`config.mk`:
```
export PLATFORM = sky130hd
export DESIGN_NAME = mhc_calib
export DESIGN_NICKNAME = d
export VERILOG_FILES = /design/src/hw/rtl/mhc_pkg.sv /design/src/hw/rtl/mhc_calib.sv
export SDC_FILE = /design/constraint.sdc
export NUM_CORES = 1
export LEC_CHECK = 0
export ABC_AREA = 1
export CAP_MARGIN = 40
export CORE_MARGIN = 2
export CORE_UTILIZATION = 45
export CTS_BUF_LIST = sky130_fd_sc_hd__clkbuf_8
export DETAILED_ROUTE_END_ITERATION = 10
export DONT_BUFFER_PORTS = 1
export GPL_TIMING_DRIVEN = 0
export PLACE_DENSITY_LB_ADDON = 0.12
export SKIP_CTS_REPAIR_TIMING = 1
export SLEW_MARGIN = 20
export SYNTH_ARGS = -nofsm -noshare
export SYNTH_HDL_FRONTEND = slang
export SYNTH_SLANG_ARGS = --single-unit
```
`constraint.sdc`:
```
create_clock -name clk -period 5.75 [get_ports clk]
set_input_delay 1.15 -clock clk [delete_from_list [all_inputs] [get_ports clk]]
set_output_delay 1.15 -clock clk [all_outputs]
set_load 0.01 [all_outputs]
```
`src/hw/rtl/mhc_pkg.sv`:
```
// ----------------------------------------------------------------------------
// mhc_pkg
// Shared constants, types and tables of the compass heading core.
// ----------------------------------------------------------------------------
package mhc_pkg;

	localparam int CORDIC_STEPS = 16;
	localparam int ATAN_ENTRIES = 24;

	localparam int RAW_W   = 16;
	localparam int OFF_W   = 17;
	localparam int SCALE_W = 16;
	localparam int CAL_W   = 16;
	localparam int HEAD_W  = 15;
	localparam int SECT_W  = 3;

	// rotator datapath: cal value * 256 with CORDIC gain and sign headroom
	localparam int DW = 27;
	// angle accumulator in 1/65536 degree
	localparam int AW = 26;

	localparam int FULL_TURN      = 23040;
	localparam int HALF_TURN      = 11520;
	localparam int HALF_TURN_FINE = 11796480;
	localparam int SECT_FIRST     = 1440;
	localparam int SECT_SPAN      = 2880;
	localparam int SECT_LAST      = 21600;

	localparam int CFG_IW = 3;
	localparam int CFG_DW = 17;

	localparam logic [CFG_IW-1:0] REG_X_OFF   = 3'd0;
	localparam logic [CFG_IW-1:0] REG_Y_OFF   = 3'd1;
	localparam logic [CFG_IW-1:0] REG_Z_OFF   = 3'd2;
	localparam logic [CFG_IW-1:0] REG_X_SCALE = 3'd3;
	localparam logic [CFG_IW-1:0] REG_Y_SCALE = 3'd4;
	localparam logic [CFG_IW-1:0] REG_Z_SCALE = 3'd5;

	localparam logic [SCALE_W-1:0] SCALE_ONE = 16'd4096;

	typedef struct packed {
		logic signed [CAL_W-1:0] x;
		logic signed [CAL_W-1:0] y;
		logic signed [CAL_W-1:0] z;
	} cal_vec_t;

	// atan(2^-i) in 1/65536 degree
	function automatic logic signed [AW-1:0] atan_fine(input int i);
		logic signed [AW-1:0] r;
		case (i)
			0:  r = 26'sd2949120;
			1:  r = 26'sd1740967;
			2:  r = 26'sd919879;
			3:  r = 26'sd466945;
			4:  r = 26'sd234379;
			5:  r = 26'sd117304;
			6:  r = 26'sd58666;
			7:  r = 26'sd29335;
			8:  r = 26'sd14668;
			9:  r = 26'sd7334;
			10: r = 26'sd3667;
			11: r = 26'sd1833;
			12: r = 26'sd917;
			13: r = 26'sd458;
			14: r = 26'sd229;
			15: r = 26'sd115;
			16: r = 26'sd57;
			17: r = 26'sd29;
			18: r = 26'sd14;
			19: r = 26'sd7;
			20: r = 26'sd4;
			21: r = 26'sd2;
			22: r = 26'sd1;
			default: r = '0;
		endcase
		return r;
	endfunction

	function automatic int step_shift(input int i);
		return (i < ATAN_ENTRIES) ? i : ATAN_ENTRIES - 1;
	endfunction

endpackage

```
`src/hw/rtl/mhc_calib.sv`:
```
// ----------------------------------------------------------------------------
// mhc_calib
// One axis: offset removal, soft-iron scaling, truncation and saturation.
// Three register stages, no stall.
// ----------------------------------------------------------------------------
module mhc_calib (
	input  logic                                 clk,
	input  logic signed [mhc_pkg::RAW_W-1:0]     raw,
	input  logic signed [mhc_pkg::OFF_W-1:0]     off_twice,
	input  logic        [mhc_pkg::SCALE_W-1:0]   scale,
	output logic signed [mhc_pkg::CAL_W-1:0]     cal
);
	import mhc_pkg::*;

	localparam int D_W = RAW_W + 2;
	localparam int P_W = D_W + SCALE_W + 1;
	localparam int Q_W = P_W - 13;

	logic signed [D_W-1:0]     d_s1;
	logic        [SCALE_W-1:0] scale_s1;
	logic signed [P_W-1:0]     p_s2;
	logic signed [CAL_W-1:0]   cal_s3;

	logic signed [P_W-1:0] p_bias;
	logic signed [Q_W-1:0] q;

	always_comb begin
		// round toward zero: bias negatives before the floor shift
		p_bias = p_s2 + (p_s2[P_W-1] ? P_W'(8191) : P_W'(0));
		q      = Q_W'(p_bias >>> 13);
	end

	always_ff @(posedge clk) begin
		d_s1     <= (D_W'(raw) <<< 1) - D_W'(off_twice);
		scale_s1 <= scale;
		p_s2     <= P_W'(d_s1) * $signed({1'b0, scale_s1});
		if (q > Q_W'(32767)) begin
			cal_s3 <= 16'sh7fff;
		end else if (q < -Q_W'(32768)) begin
			cal_s3 <= -16'sh8000;
		end else begin
			cal_s3 <= CAL_W'(q);
		end
	end

	assign cal = cal_s3;

endmodule

```
==> flow_summary.toml <==
[route]
drc = 0
postRouteAntennaNets = 0
routedWlPerCell_microns = 15.54
drtIter0Drc = 531
via_per_inst = 4.776
wl_microns = 37450
dr.pass1.iters = 5
vias = 11510

[global_routing]
grt_pass1_vias = 12390
grt_max_degree = 18
grt_pass1_wl_microns = 62960
grt_antenna_before_repair = 0
grt_overflow = 0
grt_usage_pct = 23.03

[cells_and_area]
n_antenna_cell = 0
fillerInstances = 3375
drive_gt1_share_pct = 10.40
final_common_cell = "inv_1"
area_delta_synth_final_pct = 10.52
fin_util_pct = 50.32
layout.nets = 2418
final_cell_mix = "570 x inv_1, 462 x nand2_1, 287 x fa_1"

[critical_path]
rr_worst_depth = 23
crit_top_cell = "fa_1"
cp.arrival_ps = 5890
crit_type = "reg -> reg"
critPathLaunchType = "flip-flop"
end_kind = "flip-flop"
slowest_delay_ps = 540
cpMaxStageDelayCell = "fa_1"
critPathRequiredTime_ps = 6090
cp_cell_sequence = "buf_6 > nand2_1 > fa_1 > inv_1 > fa_1 > inv_1 > fa_1 > inv_1 > fa_1 > fa_1 > inv_1 > fa_1 > inv_1 > ha_2 > nand2_1 > nor4_4 > nand3_2 > nand3_4 > nand2_2 > nand2_2 > nand2_1 > nand2_1 > xor2_1"
critPathMaxFanout = 10

[sta]
fmax_ghz = 0.1804
final_hold_viol_count = 0
tightest_slew_ps = 669.3
fin_crit_sh_pct = 96.39
max_slew_margin_pct = 55.32
skew_ps = 19.73
setup_viol = 0
timing.final.crit_period_ps = 5542
slew_violations = 0
layout_setup_ws_ps = 207.5
setup-tns-final_ps = 0
rsz0062_at_grt = "yes"

[synth]
yosysUniqueCellTypes = 45
synth_cells = 1939
avgSynthCellArea_sq_um = 7.834
synthArstFlopShare_pct = 0
netlist_area_sq_um = 15190
synth_fa_ha_area_share_pct = 48.39
seq_area_frac_synth_pct = 11.20
ys.flop_type = "dfxtp_1"
syn_nets = 2400
synthSimpleGateAreaFrac_pct = 16.36
synth-xor-area-share_pct = 3.402
yosysTopAreaCell = "fa_1"
ys_warn_count = 0
synth_compound_area_share_pct = 4.407
muxShareOfSynthArea_pct = 0
synth-seq-cells = 85
synth.area.top_cells = "fa_1 39%, inv_1 14%, nand2_1 12%, dfxtp_1 11%, ha_1 9.6%"
yosys.area.top_type_share_pct = 38.75
synth_top_family_by_area = "adder cells"
synth_edf_count = 0

[clocking]
cts_buffers = 9
ctsRootBufferMaster = "clkbuf_8"
cts_tree = "done"
clockBufferDepth = 2
clk_pin_slew_ps = 90
insertion_delay_ps = 430
cts_sinks = 85
htreeDepth = 3

[min_path]
hold_depth = 3
hp-class = "reg -> reg"

[place]
hpwl_microns = 31780
gp_congestion = 0.8751
numPortBuffers = 0
place_ws_ps = -1107

[die]
io_pins = 66
fp.dieH_microns = 187.7
core_sq_um = 33360
rows = 67
start_util_pct = 45.53
die-area_sq_um = 35240
die_w_microns = 187.7

[flow_run]
max_cap_violations = 0

[status]
status = "finished clean"
layer usage:
layer / GRT usage [%] / up-vias / part of all wire (%)
met5: 0 / - / 0
met4: 6.965 / 0 / 2.4
met3: 3.799 / 43 / 4.2
met2: 40.54 / 200 / 51
met1: 29.06 / 5699 / 43
li1: - / 5569 / -
final timing paths:
path | start | to | slack [ps]
hold / removal | p_s2[27] | cal[14] | 570
setup reg to reg | d_s1[6] | p_s2[30] | 210
hold reg to reg | p_s2[27] | cal[14] | 570
setup / recovery | d_s1[6] | p_s2[30] | 210
final cells by class:
class,count,area (sq um),area share [%]
Timing Repair Buffer,39,292.8,1.744
Multi-Input combinational cell,1203,11310,67.38
Clock inverter,7,116.4,0.6932
Buffer,38,384.1,2.288
Tap cell,448,560.5,3.339
Clock buffer,9,123.9,0.7379
Inverter,581,2187,13.03
Sequential cell,85,1812,10.79
critical path: cells and delay by family (launching register included):
| kind | cells | cell delay [ps] |
|---|---|---|
| xor+xnor | 1 | 160 |
| flops | 1 | 420 |
| fa+ha+maj | 7 | 3400 |
| buf+inv | 6 | 440 |
| simple gates | 9 | 1030 |
cell usage after synthesis (all sizes together), types with 2 or more instances:
cell    number
nor3b        2
a31oi        4
and3         4
a21oi       57
xnor2       21
a221oi       2
nand2      482
and2         2
o21ai       32
nand4        8
a21o         5
inv        580
nand3       29
clkbuf      66
dfxtp       85
o21bai       6
nor3        13
nand3b       3
ha         117
fa         294
buf          4
xor2        38
nor2        69
a21boi       6
o221ai       2
metrics by stage:
step | instance area [sq um] | hold WS (ps) | std cells
floorplan | 15190 | 522.6 | 1939
global placement | 15750 | 547.9 | 2387
detailed placement | 15750 | 559.1 | 2387
CTS | 15990 | 575.1 | 2403
global route | 16790 | 607.4 | 2410
finish | 16790 | 572.4 | 2410
registers in the layout, indices dropped and copies added, names as in the netlist:
signal,count
p_s2,35
d_s1,18
cal,16
scale_s1,16
logic make-up after synthesis:
logic type | count (synthesis)
adders and majority gates | 411
DFF | 85
xor gates and xnor gates | 59
AOI/OAI and AO/OA | 119
buffers and inverters | 651
and+or+nand+nor | 614
Power is left out: the tool's default activity adds up to more than one toggle a clock period on the data nets, which glitch-free logic cannot reach.
