===== config.mk =====
export PLATFORM = sky130hd
export DESIGN_NAME = mhc_cordic
export DESIGN_NICKNAME = d
export VERILOG_FILES = /design/src/hw/rtl/mhc_pkg.sv /design/src/hw/rtl/mhc_cordic.sv
export SDC_FILE = /design/constraint.sdc
export NUM_CORES = 2
export LEC_CHECK = 0
export BUFFER_PORTS_ARGS = -buffer_cell sky130_fd_sc_hd__buf_2
export CORE_MARGIN = 2
export CORE_UTILIZATION = 35
export CTS_BUF_LIST = sky130_fd_sc_hd__clkbuf_2 sky130_fd_sc_hd__clkbuf_4 sky130_fd_sc_hd__clkbuf_8
export CTS_CLUSTER_SIZE = 12
export DETAILED_ROUTE_END_ITERATION = 16
export GPL_TIMING_DRIVEN = 0
export HOLD_SLACK_MARGIN = 0.05
export PLACE_DENSITY = 0.6
export SYNTH_ARGS = -nofsm -noshare
export SYNTH_HDL_FRONTEND = slang
export SYNTH_SLANG_ARGS = --single-unit

===== constraint.sdc =====
create_clock -name clk -period 5.72 [get_ports clk]
set_input_delay 1.716 -clock clk [delete_from_list [all_inputs] [get_ports clk]]
set_output_delay 1.716 -clock clk [all_outputs]
set_load 0.01 [all_outputs]

===== src/hw/rtl/mhc_pkg.sv =====
// ----------------------------------------------------------------------------
// mhc_pkg
// Shared constants, types and tables of the compass heading core.
// ----------------------------------------------------------------------------
package mhc_pkg;

	localparam int CORDIC_STEPS = 16;
	localparam int ATAN_ENTRIES = 24;

	localparam int RAW_W   = 16;
	localparam int OFF_W   = 17;
	localparam int SCALE_W = 16;
	localparam int CAL_W   = 16;
	localparam int HEAD_W  = 15;
	localparam int SECT_W  = 3;

	// rotator datapath: cal value * 256 with CORDIC gain and sign headroom
	localparam int DW = 27;
	// angle accumulator in 1/65536 degree
	localparam int AW = 26;

	localparam int FULL_TURN      = 23040;
	localparam int HALF_TURN      = 11520;
	localparam int HALF_TURN_FINE = 11796480;
	localparam int SECT_FIRST     = 1440;
	localparam int SECT_SPAN      = 2880;
	localparam int SECT_LAST      = 21600;

	localparam int CFG_IW = 3;
	localparam int CFG_DW = 17;

	localparam logic [CFG_IW-1:0] REG_X_OFF   = 3'd0;
	localparam logic [CFG_IW-1:0] REG_Y_OFF   = 3'd1;
	localparam logic [CFG_IW-1:0] REG_Z_OFF   = 3'd2;
	localparam logic [CFG_IW-1:0] REG_X_SCALE = 3'd3;
	localparam logic [CFG_IW-1:0] REG_Y_SCALE = 3'd4;
	localparam logic [CFG_IW-1:0] REG_Z_SCALE = 3'd5;

	localparam logic [SCALE_W-1:0] SCALE_ONE = 16'd4096;

	typedef struct packed {
		logic signed [CAL_W-1:0] x;
		logic signed [CAL_W-1:0] y;
		logic signed [CAL_W-1:0] z;
	} cal_vec_t;

	// atan(2^-i) in 1/65536 degree
	function automatic logic signed [AW-1:0] atan_fine(input int i);
		logic signed [AW-1:0] r;
		case (i)
			0:  r = 26'sd2949120;
			1:  r = 26'sd1740967;
			2:  r = 26'sd919879;
			3:  r = 26'sd466945;
			4:  r = 26'sd234379;
			5:  r = 26'sd117304;
			6:  r = 26'sd58666;
			7:  r = 26'sd29335;
			8:  r = 26'sd14668;
			9:  r = 26'sd7334;
			10: r = 26'sd3667;
			11: r = 26'sd1833;
			12: r = 26'sd917;
			13: r = 26'sd458;
			14: r = 26'sd229;
			15: r = 26'sd115;
			16: r = 26'sd57;
			17: r = 26'sd29;
			18: r = 26'sd14;
			19: r = 26'sd7;
			20: r = 26'sd4;
			21: r = 26'sd2;
			22: r = 26'sd1;
			default: r = '0;
		endcase
		return r;
	endfunction

	function automatic int step_shift(input int i);
		return (i < ATAN_ENTRIES) ? i : ATAN_ENTRIES - 1;
	endfunction

endpackage


===== src/hw/rtl/mhc_cordic.sv =====
// ----------------------------------------------------------------------------
// mhc_cordic
// Pipelined vectoring CORDIC: half-plane fold, one stage per iteration,
// heading wrap and sector classification. Carries the calibrated vector.
// ----------------------------------------------------------------------------
module mhc_cordic (
	input  logic                              clk,
	input  logic                              arst_n,
	input  logic                              in_valid,
	input  mhc_pkg::cal_vec_t                 in_cal,
	output logic                              out_valid,
	output mhc_pkg::cal_vec_t                 out_cal,
	output logic [mhc_pkg::HEAD_W-1:0]        out_heading,
	output logic [mhc_pkg::SECT_W-1:0]        out_sector
);
	import mhc_pkg::*;

	localparam int HH_W = AW - 9;

	logic signed [DW-1:0] ix_sk  [0:CORDIC_STEPS];
	logic signed [DW-1:0] iy_sk  [0:CORDIC_STEPS];
	logic signed [AW-1:0] ia_sk  [0:CORDIC_STEPS];
	cal_vec_t             cal_sk [0:CORDIC_STEPS];
	logic                 zy_sk  [0:CORDIC_STEPS];
	logic                 xn_sk  [0:CORDIC_STEPS];
	logic                 v_sk   [0:CORDIC_STEPS];

	logic                 v_sh, v_so;
	cal_vec_t             cal_sh, cal_so;
	logic [HEAD_W-1:0]    h_sh, h_so;
	logic [SECT_W-1:0]    sect_so;

	logic signed [DW-1:0] x256, y256;
	logic signed [HH_W-1:0] hh;
	logic [HEAD_W-1:0]    h_wrap;
	logic [SECT_W-1:0]    sect_cnt;

	// fold into the right half plane
	always_comb begin
		x256 = DW'(in_cal.x) <<< 8;
		y256 = DW'(in_cal.y) <<< 8;
	end

	always_ff @(posedge clk) begin
		cal_sk[0] <= in_cal;
		zy_sk[0]  <= (in_cal.y == '0);
		xn_sk[0]  <= in_cal.x[CAL_W-1];
		if (in_cal.x[CAL_W-1]) begin
			ix_sk[0] <= -x256;
			iy_sk[0] <= -y256;
			ia_sk[0] <= AW'(HALF_TURN_FINE);
		end else begin
			ix_sk[0] <= x256;
			iy_sk[0] <= y256;
			ia_sk[0] <= '0;
		end
	end

	always_ff @(posedge clk or negedge arst_n) begin
		if (!arst_n) begin
			v_sk[0] <= 1'b0;
		end else begin
			v_sk[0] <= in_valid;
		end
	end

	for (genvar k = 0; k < CORDIC_STEPS; k++) begin : g_step
		localparam int SH = step_shift(k);
		localparam logic signed [AW-1:0] ATAN = atan_fine(k);

		logic signed [DW-1:0] xs, ys;

		assign xs = ix_sk[k] >>> SH;
		assign ys = iy_sk[k] >>> SH;

		always_ff @(posedge clk) begin
			cal_sk[k+1] <= cal_sk[k];
			zy_sk[k+1]  <= zy_sk[k];
			xn_sk[k+1]  <= xn_sk[k];
			if (!iy_sk[k][DW-1]) begin
				ix_sk[k+1] <= ix_sk[k] + ys;
				iy_sk[k+1] <= iy_sk[k] - xs;
				ia_sk[k+1] <= ia_sk[k] + ATAN;
			end else begin
				ix_sk[k+1] <= ix_sk[k] - ys;
				iy_sk[k+1] <= iy_sk[k] + xs;
				ia_sk[k+1] <= ia_sk[k] - ATAN;
			end
		end

		always_ff @(posedge clk or negedge arst_n) begin
			if (!arst_n) begin
				v_sk[k+1] <= 1'b0;
			end else begin
				v_sk[k+1] <= v_sk[k];
			end
		end
	end

	// fine angle to 1/64 degree, rounded, wrapped into one turn
	always_comb begin
		hh = HH_W'((ia_sk[CORDIC_STEPS] + AW'(512)) >>> 10);
		if (hh < 0) begin
			h_wrap = HEAD_W'(hh + HH_W'(FULL_TURN));
		end else if (hh >= HH_W'(FULL_TURN)) begin
			h_wrap = HEAD_W'(hh - HH_W'(FULL_TURN));
		end else begin
			h_wrap = HEAD_W'(hh);
		end
	end

	always_comb begin
		sect_cnt = '0;
		for (int k = 0; k < 7; k++) begin
			if (h_sh > HEAD_W'(SECT_FIRST + SECT_SPAN * k)) begin
				sect_cnt = sect_cnt + 1'b1;
			end
		end
		if (h_sh > HEAD_W'(SECT_LAST)) begin
			sect_cnt = '0;
		end
	end

	always_ff @(posedge clk) begin
		cal_sh <= cal_sk[CORDIC_STEPS];
		if (zy_sk[CORDIC_STEPS]) begin
			h_sh <= xn_sk[CORDIC_STEPS] ? HEAD_W'(HALF_TURN) : '0;
		end else begin
			h_sh <= h_wrap;
		end
		cal_so  <= cal_sh;
		h_so    <= h_sh;
		sect_so <= sect_cnt;
	end

	always_ff @(posedge clk or negedge arst_n) begin
		if (!arst_n) begin
			v_sh <= 1'b0;
			v_so <= 1'b0;
		end else begin
			v_sh <= v_sk[CORDIC_STEPS];
			v_so <= v_sh;
		end
	end

	assign out_valid   = v_so;
	assign out_cal     = cal_so;
	assign out_heading = h_so;
	assign out_sector  = sect_so;

endmodule


==> impl_metrics.tcl <==
set metrics [dict create \
    outcome "finished clean" \
    rsz0062_at_grt "no" \
    rows 195 \
    synthTopCellsByArea "dfxtp_1, ha_1, xnor2_1, a21oi_1, xor2_1" \
    cp_max_fo 19 \
    cp-startpoint "iy_sk[9][26]" \
    wl_met1_um 97000 \
    via_count 70900 \
    slew_violations 0 \
    r2r_start "iy_sk[9][26]" \
    grt_use_total_pct 14.6 \
    syn_area_sq_mm 0.0991 \
    place_congestion 0.894 \
    relSlewSlack_pct 3.26 \
    critPathSlowestCell "dfxtp_2" \
    dpl.hpwl_um 168000 \
    antenna_found_initial 6 \
    crit_arrival_ns 6.10 \
    netlist_instances 10300 \
    tightest_slew_ns 1.44 \
    cts_max_path_buffers 4 \
    vias_per_cell 4.81 \
    cts.sinks 2072 \
    hold_path.class "reg -> reg" \
    synth.avg_cell_area_sq_um 9.63 \
    portBuffers 117 \
    cpPeakStageDelay_ns 0.67 \
    cp_common_cell "a21oi_1" \
    clock_latency_ns 0.95 \
    async_flop_share_pct 0.917 \
    clkTransAtPathRegs_ns 0.06 \
    dr_wl_met3_um 7310 \
    cts_root_buf "clkbuf_8" \
    cts_buffers 336 \
    skew_ns 0.0665 \
    nets 11900 \
    crit_path_start_kind "register" \
    ioPinCount 118 \
    dr.pass1.iters 5 \
    yosysWarnings 0 \
    hold_viol 0 \
    min-delay-start "cal_sk[10][10]" \
    synth_top_area_share_pct 41.5 \
    fin_crit_sh_pct 94.3 \
    max_cap_violations 0 \
    initial_core_util_pct 35.1 \
    grt_pass1_vias 68500 \
    grt_overflow 0 \
    cpLargestDelayFamily "compound AO/OA/AOI/OAI gates" \
    ys_types 97 \
    ant_nets 0 \
    synth-seq-area-share_pct 41.9 \
    setup-violations-final 0 \
    dr.first_iter.drc_count 3156 \
    max_freq_ghz 0.185 \
    cp.required_ns 6.43 \
    critPathBufInv 2 \
    cts_tree "yes" \
    end_kind "register" \
    post-route-util_pct 39.6 \
    hold_buffers 0 \
    yosys.area.top_type "dfxtp_1" \
    grt_max_degree 24 \
    die_w_um 536 \
    wl_um 214000 \
    period_minus_slack_ns 5.39 \
    routed.top_layer "met4" \
    path_cells "clkbuf_1 > clkbuf_1 > a21oi_1 > xor2_1 > ha_1 > and3_1 > a221o_1 > a22oi_1 > a21oi_1 > nand4_1 > o2bb2ai_1 > nor3_1 > or3_1 > a21oi_1 > xnor2_1" \
    drive_gt1_share_pct 7.53 \
    core-area_sq_mm 0.282 \
    die_area_sq_mm 0.287 \
    drc_errors 0 \
    grt_pass1_wl_um 348000 \
    met2_length_um 101000 \
    synth-seq-cells 2072 \
    synth_edf_count 0 \
    htreeDepth 5 \
    wire_per_inst_um 14.5 \
    critical_path_class "reg -> reg" \
    ys.flop_type "dfxtp_1" \
    die_height_um 536 \
    area_growth_pct 12.7 \
]
[layout make-up]
class                           count  area [sq um]
Clock buffer                      493          6260
Antenna cell                        1          2.50
Tap cell                         3743          4680
Buffer                            114           437
Fill cell                       28200        170000
Multi-Input combinational cell   7641         55400
Inverter                          466          1750
Sequential cell                  2072         41600
Timing Repair Buffer              117           586
Clock inverter                     85          1030
[path summary, 6_finish.rpt]
check / end / slack [ns] / depth (start not counted)
worst min register to register: cal_sk[11][10] / 0.31 / 0
worst max-delay path: iy_sk[10][26] / 0.33 / 15
max in group asynchronous: out_valid / 4.63 / 1
min in group asynchronous: v_sk[4] / 0.75 / 1
worst max register to register: iy_sk[10][26] / 0.33 / 15
worst min-delay path: cal_sk[11][10] / 0.31 / 0
[per-stage QoR]
stage	hold slack (ns)	worst slack [ns]	instances	cell area, sq um	TNS, ns
CTS	0.310	0.0723	14700	112000	0
floorplan	0.310	1.69	10300	99100	0
finish	0.312	0.327	14700	112000	0
detailed placement	0.312	-0.262	14200	104000	-0.699
global placement	0.310	-0.375	14200	104000	-1.28
global route	0.312	0.0660	14700	112000	0
[state kept, by name, indices dropped and copies added (netlist names)]
| signal | count |
|---|---|
| ix_sk | 356 |
| out_valid | 1 |
| iy_sk | 375 |
| h_sh | 15 |
| cal_sh | 48 |
| out_heading | 15 |
| v_sh | 1 |
| zy_sk | 17 |
| v_sk | 17 |
| cal_sk | 799 |
| xn_sk | 17 |
| out_cal | 48 |
| ia_sk | 360 |
| out_sector | 3 |
[what timing repair did]
| action | CTS | global route |
|---|---|---|
| gates resized for setup | 2 | 8 |
| setup buffers | 0 | 0 |
| endpoints found under the setup margin | 7 | 11 |
[cells in the mapped netlist, types with 21 or more instances]
| cell type | n |
|---|---|
| clkbuf_1 | 85 |
| and3_1 | 99 |
| o31ai_1 | 34 |
| a21oi_1 | 972 |
| nand2b_1 | 131 |
| a211o_1 | 21 |
| o21ai_0 | 434 |
| mux2_2 | 28 |
| mux2i_1 | 24 |
| nor3_1 | 237 |
| xnor2_1 | 952 |
| nand4_1 | 55 |
| nand2_1 | 458 |
| xor2_1 | 444 |
| buf_1 | 25 |
| nor3b_1 | 21 |
| a31oi_1 | 118 |
| a21boi_0 | 32 |
| a21o_1 | 371 |
| a211oi_1 | 59 |
| o41ai_1 | 33 |
| o21a_1 | 155 |
| nor2b_1 | 142 |
| or3_1 | 59 |
| and2_1 | 51 |
| nor2_1 | 877 |
| dfxtp_1 | 2053 |
| nor4_1 | 74 |
| o211ai_1 | 29 |
| nand3_1 | 122 |
| inv_1 | 463 |
| ha_1 | 1089 |
| or2_2 | 25 |
| o21bai_1 | 156 |
| fa_1 | 33 |
[cell usage in the layout (no fill, tap or decap), types with 28 or more instances in the layout]
cell type | synthesis | routed
or3_1 | 59 | 59
o41ai_1 | 33 | 32
xor2_1 | 444 | 444
o21ai_0 | 434 | 434
nand2b_1 | 131 | 131
o211ai_1 | 29 | 29
nor2_1 | 877 | 877
nor2b_1 | 142 | 142
and2_1 | 51 | 51
a21oi_1 | 972 | 972
clkinv_2 | 0 | 33
a21boi_0 | 32 | 32
fa_1 | 33 | 33
and3_1 | 99 | 99
nand2_1 | 458 | 458
ha_1 | 1089 | 1089
a21o_1 | 371 | 371
nor4_1 | 74 | 74
clkbuf_4 | 0 | 84
clkbuf_1 | 85 | 84
xnor2_1 | 952 | 952
nand3_1 | 122 | 122
buf_2 | 2 | 119
o31ai_1 | 34 | 34
nor3_1 | 237 | 237
inv_1 | 463 | 463
a211oi_1 | 59 | 59
mux2_2 | 28 | 28
clkbuf_8 | 0 | 409
o21a_1 | 155 | 155
nand4_1 | 55 | 55
dfxtp_1 | 2053 | 2047
o21bai_1 | 156 | 156
a31oi_1 | 118 | 118
[layer usage]
metal | global-route usage, % | up-vias
met3 | 2.13 | 447
li1 | - | 37100
met2 | 25.4 | 1071
met4 | 6.06 | 0
met1 | 17.8 | 32200
met5 | 0 | -
[cells by family (layout without fill, tap and decap cells)]
logic type	count (synthesis)	count (layout)	share of synthesized area, %
AOI/OAI and AO/OA	2654	2654	16.9
and+or+nand+nor	2413	2413	11.6
DFF	2072	2072	41.9
xor gates and xnor gates	1397	1397	12.4
adders and majority gates	1122	1122	14.4
buffers and inverters	580	1275	2.20
muxes	52	52	0.560
other	1	4	0.00378
[worst register-to-register path, delay by kind of cell (launching register included)]
| kind | cells | cell delay (ns) |
|---|---|---|
| xor+xnor | 2 | 0.58 |
| flops | 1 | 0.67 |
| fa+ha+maj | 1 | 0.32 |
| buf+inv | 2 | 1.15 |
| simple gates | 4 | 0.90 |
| compound gates | 6 | 1.58 |
Power is not shown: default switching activity piles up to over one toggle a cycle in this logic, so the estimate is an artifact.
